[src/design/f32add_pkg.sv]
// shared types and constants for the single-precision adder
`default_nettype none
package f32add_pkg;
   localparam int unsigned WordWidth = 32;
   localparam int unsigned ExpWidth = 8;
   localparam int unsigned FracWidth = 23;
   localparam int unsigned SigWidth = 25;
   localparam int unsigned ShiftWidth = 5;
   localparam logic [ShiftWidth-1:0] AlignCap = 5'd24;
   localparam logic [ExpWidth-1:0] ExpMax = 8'd254;
   localparam logic [ExpWidth-1:0] ExpAllOnes = 8'hff;

   // aligned operands after stage one
   typedef struct packed {
      logic sign;
      logic sub;
      logic [ExpWidth-1:0] exp;
      logic [SigWidth-1:0] sig_big;
      logic [SigWidth-1:0] sig_small;
   } align_type;

   // raw sum after stage two
   typedef struct packed {
      logic sign;
      logic [ExpWidth-1:0] exp;
      logic [SigWidth-1:0] sig;
   } sum_type;
endpackage
`default_nettype wire

[src/design/f32add_align.sv]
// stage one: operand swap, exponent difference and significand alignment
`default_nettype none
module f32add_align (
   input  wire logic [31:0] a_bits,
   input  wire logic [31:0] b_bits,
   output f32add_pkg::align_type align
);
   import f32add_pkg::*;

   logic [WordWidth-1:0] big;
   logic [WordWidth-1:0] sml;
   logic [ExpWidth:0] diff;
   logic [ShiftWidth-1:0] shamt;
   logic [SigWidth-1:0] msmall;

   always_comb begin
      if (a_bits[30:0] < b_bits[30:0]) begin
         big = b_bits;
         sml = a_bits;
      end else begin
         big = a_bits;
         sml = b_bits;
      end
      // big magnitude implies big exponent, so diff is non-negative
      diff = {1'b0, big[30:23]} - {1'b0, sml[30:23]};
      if (diff > {4'd0, AlignCap}) shamt = AlignCap;
      else shamt = diff[ShiftWidth-1:0];
      msmall = {2'b01, sml[FracWidth-1:0]} >> shamt;
      align.sign = big[31];
      align.sub = big[31] ^ sml[31];
      align.exp = big[30:23];
      align.sig_big = {2'b01, big[FracWidth-1:0]};
      align.sig_small = msmall;
   end
endmodule
`default_nettype wire

[src/design/f32add_norm.sv]
// stage three: leading-zero count, normalization and exponent repair
`default_nettype none
module f32add_norm (
   input  wire f32add_pkg::sum_type sum,
   output logic [31:0] sum_bits
);
   import f32add_pkg::*;

   logic [4:0] lz;
   logic [SigWidth-1:0] sig_n;
   logic [ExpWidth+1:0] exp_n;

   always_comb begin
      // position of leading one within the 25-bit raw sum
      lz = 5'd0;
      for (int i = 0; i < SigWidth; i++) begin
         if (sum.sig[i]) lz = 5'(SigWidth - 1 - i);
      end
      if (lz == 5'd0) begin
         sig_n = sum.sig >> 1;
         exp_n = {2'b00, sum.exp} + 10'd1;
      end else begin
         sig_n = sum.sig << (lz - 5'd1);
         exp_n = {2'b00, sum.exp} - 10'(lz - 5'd1);
      end
      if (sum.sig == '0) sum_bits = '0;
      else if (!exp_n[9] && exp_n[8:0] > {1'b0, ExpMax})
         sum_bits = {sum.sign, ExpAllOnes, 23'd0};
      else if (exp_n[9] || exp_n == '0) sum_bits = {sum.sign, 31'd0};
      else sum_bits = {sum.sign, exp_n[ExpWidth-1:0], sig_n[FracWidth-1:0]};
   end
endmodule
`default_nettype wire

[src/design/float32_adder_core.sv]
// top level of the pipelined single-precision adder
`default_nettype none
// Three-stage pipelined float32 adder: takes one operand pair per cycle while
// the output is not stalled and carries each sum through s1_ff, s2_ff and
// s3_ff. Stage one swaps and aligns, stage two adds or subtracts the
// significands, stage three normalizes and repairs the exponent. Results are
// truncated; exact cancellation gives +0, overflow a signed infinity,
// underflow a signed zero. No NaN, infinity or denormal handling. The whole
// pipeline advances only when the output register is free or being taken,
// so a stall at the output holds every stage.
module float32_adder_core (
   input  wire logic clock,
   input  wire logic reset,
   input  wire logic req_valid,
   output logic req_ready,
   input  wire logic [31:0] req_a_bits,
   input  wire logic [31:0] req_b_bits,
   output logic rsp_valid,
   input  wire logic rsp_ready,
   output logic [31:0] rsp_sum_bits
);
   import f32add_pkg::*;

   logic advance;
   logic v1_ff, v2_ff, v3_ff;
   align_type s1_ff, s1_in;
   sum_type s2_ff, s2_in;
   logic [WordWidth-1:0] s3_ff, s3_in;

   // pipeline moves when the last stage is empty or being drained
   assign advance = !v3_ff || rsp_ready;
   assign req_ready = advance;
   assign rsp_valid = v3_ff;
   assign rsp_sum_bits = s3_ff;

   f32add_align u_align (.a_bits(req_a_bits), .b_bits(req_b_bits), .align(s1_in));

   // stage two: significand add or subtract
   always_comb begin
      s2_in.sign = s1_ff.sign;
      s2_in.exp = s1_ff.exp;
      if (s1_ff.sub) s2_in.sig = s1_ff.sig_big - s1_ff.sig_small;
      else s2_in.sig = s1_ff.sig_big + s1_ff.sig_small;
   end

   f32add_norm u_norm (.sum(s2_ff), .sum_bits(s3_in));

   always_ff @(posedge clock) begin
      if (reset) begin
         v1_ff <= 1'b0;
         v2_ff <= 1'b0;
         v3_ff <= 1'b0;
      end else if (advance) begin
         v1_ff <= req_valid;
         v2_ff <= v1_ff;
         v3_ff <= v2_ff;
      end
   end

   always_ff @(posedge clock) begin
      if (advance) begin
         s1_ff <= s1_in;
         s2_ff <= s2_in;
         s3_ff <= s3_in;
      end
   end

   // a stalled result must not change
   assert property (@(posedge clock) disable iff (reset)
      rsp_valid && !rsp_ready |=> rsp_valid && $stable(rsp_sum_bits))
      else $error("stalled result changed");
   // while stalled no transfer is taken
   assert property (@(posedge clock) disable iff (reset)
      v3_ff && !rsp_ready |-> !req_ready)
      else $error("input taken during stall");
   // an accepted item reaches the output through s1_ff, s2_ff and s3_ff while the output does not stall
   assert property (@(posedge clock) disable iff (reset)
      req_valid && req_ready && rsp_ready ##1 rsp_ready ##1 rsp_ready |=> rsp_valid)
      else $error("item lost in pipeline");
endmodule
`default_nettype wire

[config.mk]
export PLATFORM = sky130hd
export DESIGN_NAME = float32_adder_core
export DESIGN_NICKNAME = d
export VERILOG_FILES = /design/src/design/f32add_pkg.sv /design/src/design/f32add_align.sv /design/src/design/f32add_norm.sv /design/src/design/float32_adder_core.sv
export SDC_FILE = /design/constraint.sdc
export NUM_CORES = 1
export LEC_CHECK = 0
export BUFFER_PORTS_ARGS = -buffer_cell sky130_fd_sc_hd__clkbuf_2
export CAP_MARGIN = 20
export CORE_UTILIZATION = 35
export DETAILED_ROUTE_END_ITERATION = 10
export SLEW_MARGIN = 0
export SYNTH_ARGS = -nofsm -noshare
export SYNTH_HDL_FRONTEND = slang
export SYNTH_SLANG_ARGS = --single-unit
[constraint.sdc]
create_clock -name clock -period 14.7 [get_ports clock]
set_input_delay 0.735 -clock clock [delete_from_list [all_inputs] [get_ports clock]]
set_output_delay 0.735 -clock clock [all_outputs]
set_load 0.02 [all_outputs]
Word level (Yosys, flattened, before mapping)
Index checks and enable logic that the tools add are counted.
Widths: inputs -> output; s select.
- memory bits (read-only): 0
- memories: 0
- RAM bits: 0
- flip-flop bits (word level): 127
- bits in latches: 0
- input port bits: 68
- multipliers: 0
- reduce and logical (&&, ||, !) cells: 9
- shift-type cells: 2
- bitwise operators: 1
- $lt $le $gt $ge: 3
- div/mod/pow operators: 0
- $add $sub $neg: 7
- eq/ne operators: 0
- multiplexer cells: 33
- operator list (cell ; number):
    $mux 5 ; 26
    $mux 32 ; 2
    $mux 31 ; 2
    $lt 31x31->1 ; 1
    $add 24x25->25 ; 1
    $logic_not 25->1 ; 1
    $mux 25 ; 1
    $shl 25x5->23 ; 1
    $shr 24x5->25 ; 1
    $sub 24x25->25 ; 1
    $mux 23 ; 1
    $logic_not 10->1 ; 1
    $mux 10 ; 1
    $sub 8x10->10 ; 1
    $add 8x1->9 const B ; 1
    $gt 9x5->1 const B ; 1
    $gt 9x8->1 const B ; 1
    $sub 8x8->9 ; 1
    $sub 5x1->6 const B ; 1
    $logic_not 5->1 ; 1
    $sub 5x1->5 const B ; 1
    $reduce_or 3->1 ; 1
    $logic_not 1->1 ; 2
    $logic_or 1x1->1 ; 2
    other kinds (2) ; 2

Depth between registers and ports, before layout
- depth after elaboration: 32
- depth in mapped cells: 31
- mapped depth without buffers: 25

Modules after synthesis
Synthesis repeated with hierarchy kept, for this count alone.
- cell total of the unflattened synthesis: 1293
- area total of the unflattened synthesis: 11822.6 sq um
- by module, submodules not included (module ; area an instance (sq um) ; cells an instance ; instances ; seq. area each (sq um)):
    float32_adder_core ; 5615.4 ; 383 ; 1 ; 3843.7
    f32add_align ; 3397.0 ; 512 ; 1 ; 0.0
    f32add_norm ; 2810.2 ; 398 ; 1 ; 0.0

Worst setup path before layout
Ideal clock, no wire load.
- path kind: flip-flop to flip-flop
- start point: reg s2_ff[2] (netlist bit)
- end point: reg s3_ff[17], in the netlist rsp_sum_bits[17] (data pin)
- path buffers: 6
- cell stages (with the launch flop): 31
- arrival: 5.804 ns
- required time: 14.428 ns
- slack: 8.624 ns
- setup time: 0.272 ns
- cells stage by stage: edfxtp_1 > clkbuf_1 > nand2b_1 > a21oi_1 > o21bai_1 > a21oi_1 > o21bai_1 > a21oi_1 > o21ai_1 > a311oi_1 > o21a_1 > buf_2 > buf_4 > buf_2 > inv_1 > ha_1 > xor2_1 > clkinv_1 > clkbuf_1 > ha_1 > a21oi_1 > nor2_1 > nand2b_1 > mux2i_1 > nor4_1 > mux2i_1 > nand2_1 > nand4bb_1 > o31ai_1 > clkbuf_1 > nor4_1
- cells in the longest elaborated chain, start to end: 29
- elaborated cells on any way between the ends: 37
- those cells by class: 3 x add/sub; 1 x order compare; 1 x shift; 25 x mux; 7 x reduce/logical
- ends and longest elaborated chain (element ; RTL line ; source):
    start, declared ; float32_adder_core.sv:27 ; sum_type s2_ff, s2_in;
    start signal, assigned ; float32_adder_core.sv:63 ; s2_ff <= s2_in;
    $mux 5 (23 in a row) ; f32add_norm.sv:17 ; if (sum.sig[i]) lz = 5'(SigWidth - 1 - i);
    $sub 5x1->6 ; f32add_norm.sv:24 ; exp_n = {2'b00, sum.exp} - 10'(lz - 5'd1);
    $sub 8x10->10 ; f32add_norm.sv:24 ;
    $mux 10 ; f32add_norm.sv:19 ; if (lz == 5'd0) begin
    $gt 9x8->1 (tied with other cells) ; f32add_norm.sv:27 ; else if (!exp_n[9] && exp_n[8:0] > {1'b0, ExpMax})
    $logic_and 1x1->1 / $logic_or 1x1->1 (equally long branches) ; f32add_norm.sv:27, f32add_norm.sv:29 ;
    $reduce_or 3->1 (no line) ; n/a ;
    end signal, assigned ; float32_adder_core.sv:64 ; s3_ff <= s3_in;
    end, declared ; float32_adder_core.sv:28 ; logic [WordWidth-1:0] s3_ff, s3_in;
Several ways; a longest one is shown, not always the timed one.
A chain may end at the register's enable or synchronous reset.

Final worst setup path
- start point: reg s2_ff[2] (netlist bit)
- end point: reg s3_ff[13], in the netlist rsp_sum_bits[13] (data pin)
Same word-level chain as after synthesis.

==> metrics <==
CTS tree done; Routed wire per std cell 16.4 um; GP Congestion 0.904; RSZ-0062 raised after global routing no; total wire length 29.0 mm; share of layout cells above drive strength 1 0.190; share of the synthesized area in the top cell type 0.319; synth top area cells edfxtp_1 (32%), ha_1 (7.2%), mux2i_1 (6.4%); Root Buffer clkbuf_16; CP Max Fanout 28; vias in the first global route 9024; Worst setup EP type flip-flop; Remaining DRCs 0; skew final 10.9 ps; Post-Synthesis Cells 1246; post-DP HPWL 22.4 mm; outcome finished clean; die area 0.0339 mm^2; CP arrival 7070 ps; Critical Path RT 14850 ps; Post-synth top cells nor2_1 (134), edfxtp_1 (123), nand2_1 (81), a21oi_1 (74), mux2i_1 (74); clock buffer count from CTS 17; Die X 184 um; global-route wire length before repair 47.3 mm; clk sinks 126; CP delay by family, top compound AO/OA/AOI/OAI gates; critical path type flip-flop to flip-flop; fin util 0.402; critical path startpoint category flip-flop; Ant. Diodes 0; yosys warns 0; Final Max Tran Viols 0; worst hold path class flip-flop to flip-flop; Tcrit/Tclk final 0.470; Final Hold Violating Endpoints 0; Rows 66; Synth Register Bits 126; clock buffer depth 2; Synth cell types 87; cts hold-fix bufs 0; Max-cap violations 0; LEAKAGE 5.27 nW; number of flops mapped to enable cells by yosys 123; # setup viols final 0; Synth Area per Inst 9.31 um^2; Synth-to-Final Area Change 12.7%; cell area power density 234 mW/mm^2; DR pass1 iterations 6; Worst slew margin 0.285; clock-pin slew on the worst setup and hold paths 60 ps; Nets 1452; Peak VDD IR 0.000136 V; Mapped Area 0.0116 mm^2; Via Count 9684; H-tree Lvls 4; initial antenna violation count 0; part of the Yosys area used for sequential elements 0.324; post-CTS sizing 0; fmax 145 MHz; initial cell density of the core 0.356; most numerous cell in the Yosys netlist nor2_1; worst-skew pair later-pin latency 430 ps; IO Pins 102; post-CTS setup buffers 0; Worst-Margin Slew 1070 ps; port bufs 101; Post-synth ARST share 0; area leader, netlist edfxtp_1; syn_nets 1383; Post-synth top flop edfxtp_1; max incr delay on CP 600 ps; die height 184 um; Period minus WS final 6910 ps; initial drt markers 570; vias per inst 5.47; DRT antenna net count 0; critical path buffer and inverter count 5; Worst path slowest cell a2111oi_0; setup TNS 0 ps; Core Region 0.0325 mm^2; gr ovfl total 0; gr usage total 0.175; largest net degree at the start of global routing 86
==> sequential cells by signal (all words and copies together), names as in the netlist <==
name,cells
rsp_sum_bits,32
v1_ff,1
s1_ff,57
s2_ff,34
v2_ff,1
rsp_valid,1
==> report_power, final <==
part	internal (W)	total (W)	switching [W]
clock	0.000252	0.000423	0.000171
combinational	0.000798	0.00197	0.00117
sequential	0.000560	0.000660	0.0000996
==> path summary, 6_finish.rpt <==
| path | from | endpoint | slack, ps | cells after the start |
|---|---|---|---|---|
| worst max-delay path | s2_ff[2] | rsp_sum_bits[13] | 7790 | 26 |
| worst min register to register | s1_ff[50] | s2_ff[25] | 420 | 0 |
| worst min-delay path | s1_ff[50] | s2_ff[25] | 420 | 0 |
| worst max register to register | s2_ff[2] | rsp_sum_bits[13] | 7790 | 26 |
==> area by class of cell <==
cell class	instances	area (um^2)
Fill cell	3292	19500
Multi-Input combinational cell	985	7270
Sequential cell	126	3750
Timing Repair Buffer	118	657
Tap cell	442	553
Clock buffer	17	425
Inverter	67	251
Clock inverter	15	160
==> per-stage QoR <==
stage	hold WS (ps)	instances	setup slack (ps)	power, W	area (um^2)
final	423	1770	7790	0.00306	13100
after global routing	439	1770	7220	0.00329	13100
after CTS	423	1768	7440	0.00304	13000
after detailed placement	412	1736	7480	0.00260	12400
after global placement	405	1736	7640	0.00259	12400
after floorplan	400	1246	8620	0.00215	11600
==> logic make-up after synthesis <==
group           share of synthesized area
fa+ha+maj                          0.0758
xor+xnor                           0.0423
mux                                 0.149
compound gates                      0.163
simple gates                        0.193
flops                               0.324
buf+inv                            0.0528
==> per-layer routing <==
layer | vias to the layer above | share of wire | GRT usage
met5 | - | 0 | 0
met3 | 31 | 0.043 | 0.0204
met2 | 263 | 0.46 | 0.288
met1 | 4542 | 0.48 | 0.242
li1 | 4848 | - | -
met4 | 0 | 0.012 | 0.0410
==> worst reg2reg max path, cell delays in order (launching register included) <==
cell       delay [ps]
edfxtp_1          510
nand2b_1          200
a21oi_1           160
o21bai_1           90
a21oi_1           150
o21bai_1           80
a21oi_1           170
o21ai_1           110
a311oi_1          300
o21a_1            140
buf_4             380
inv_1             130
ha_1              250
xor2_1            180
buf_4             280
clkinv_1          500
ha_1              540
a21o_1            170
nor2_1             60
a2111oi_0         600
o31a_1            230
o21ai_0            70
a31oi_1           320
nand4bb_1         220
o31ai_2            80
buf_4             210
a2111oi_0         490
==> cells in the final DEF, fill, tap and decap left out, types with 14 or more instances in the layout <==
cell,Yosys,final
nor2_1,134,134
inv_1,66,66
o21ai_0,41,41
nand3_1,41,41
clkbuf_16,0,17
xor2_1,16,16
a31oi_1,15,15
clkbuf_2,0,101
a21o_1,14,14
nor3_1,41,40
ha_1,67,67
mux2i_1,74,74
and2_1,30,30
mux4_2,21,21
nand4_1,36,36
nand2_1,81,81
edfxtp_1,123,123
xnor2_1,40,40
a21oi_1,74,74
buf_4,5,15
mux2_2,46,46
No activity file was read; power rests on OpenSTA's default activity.
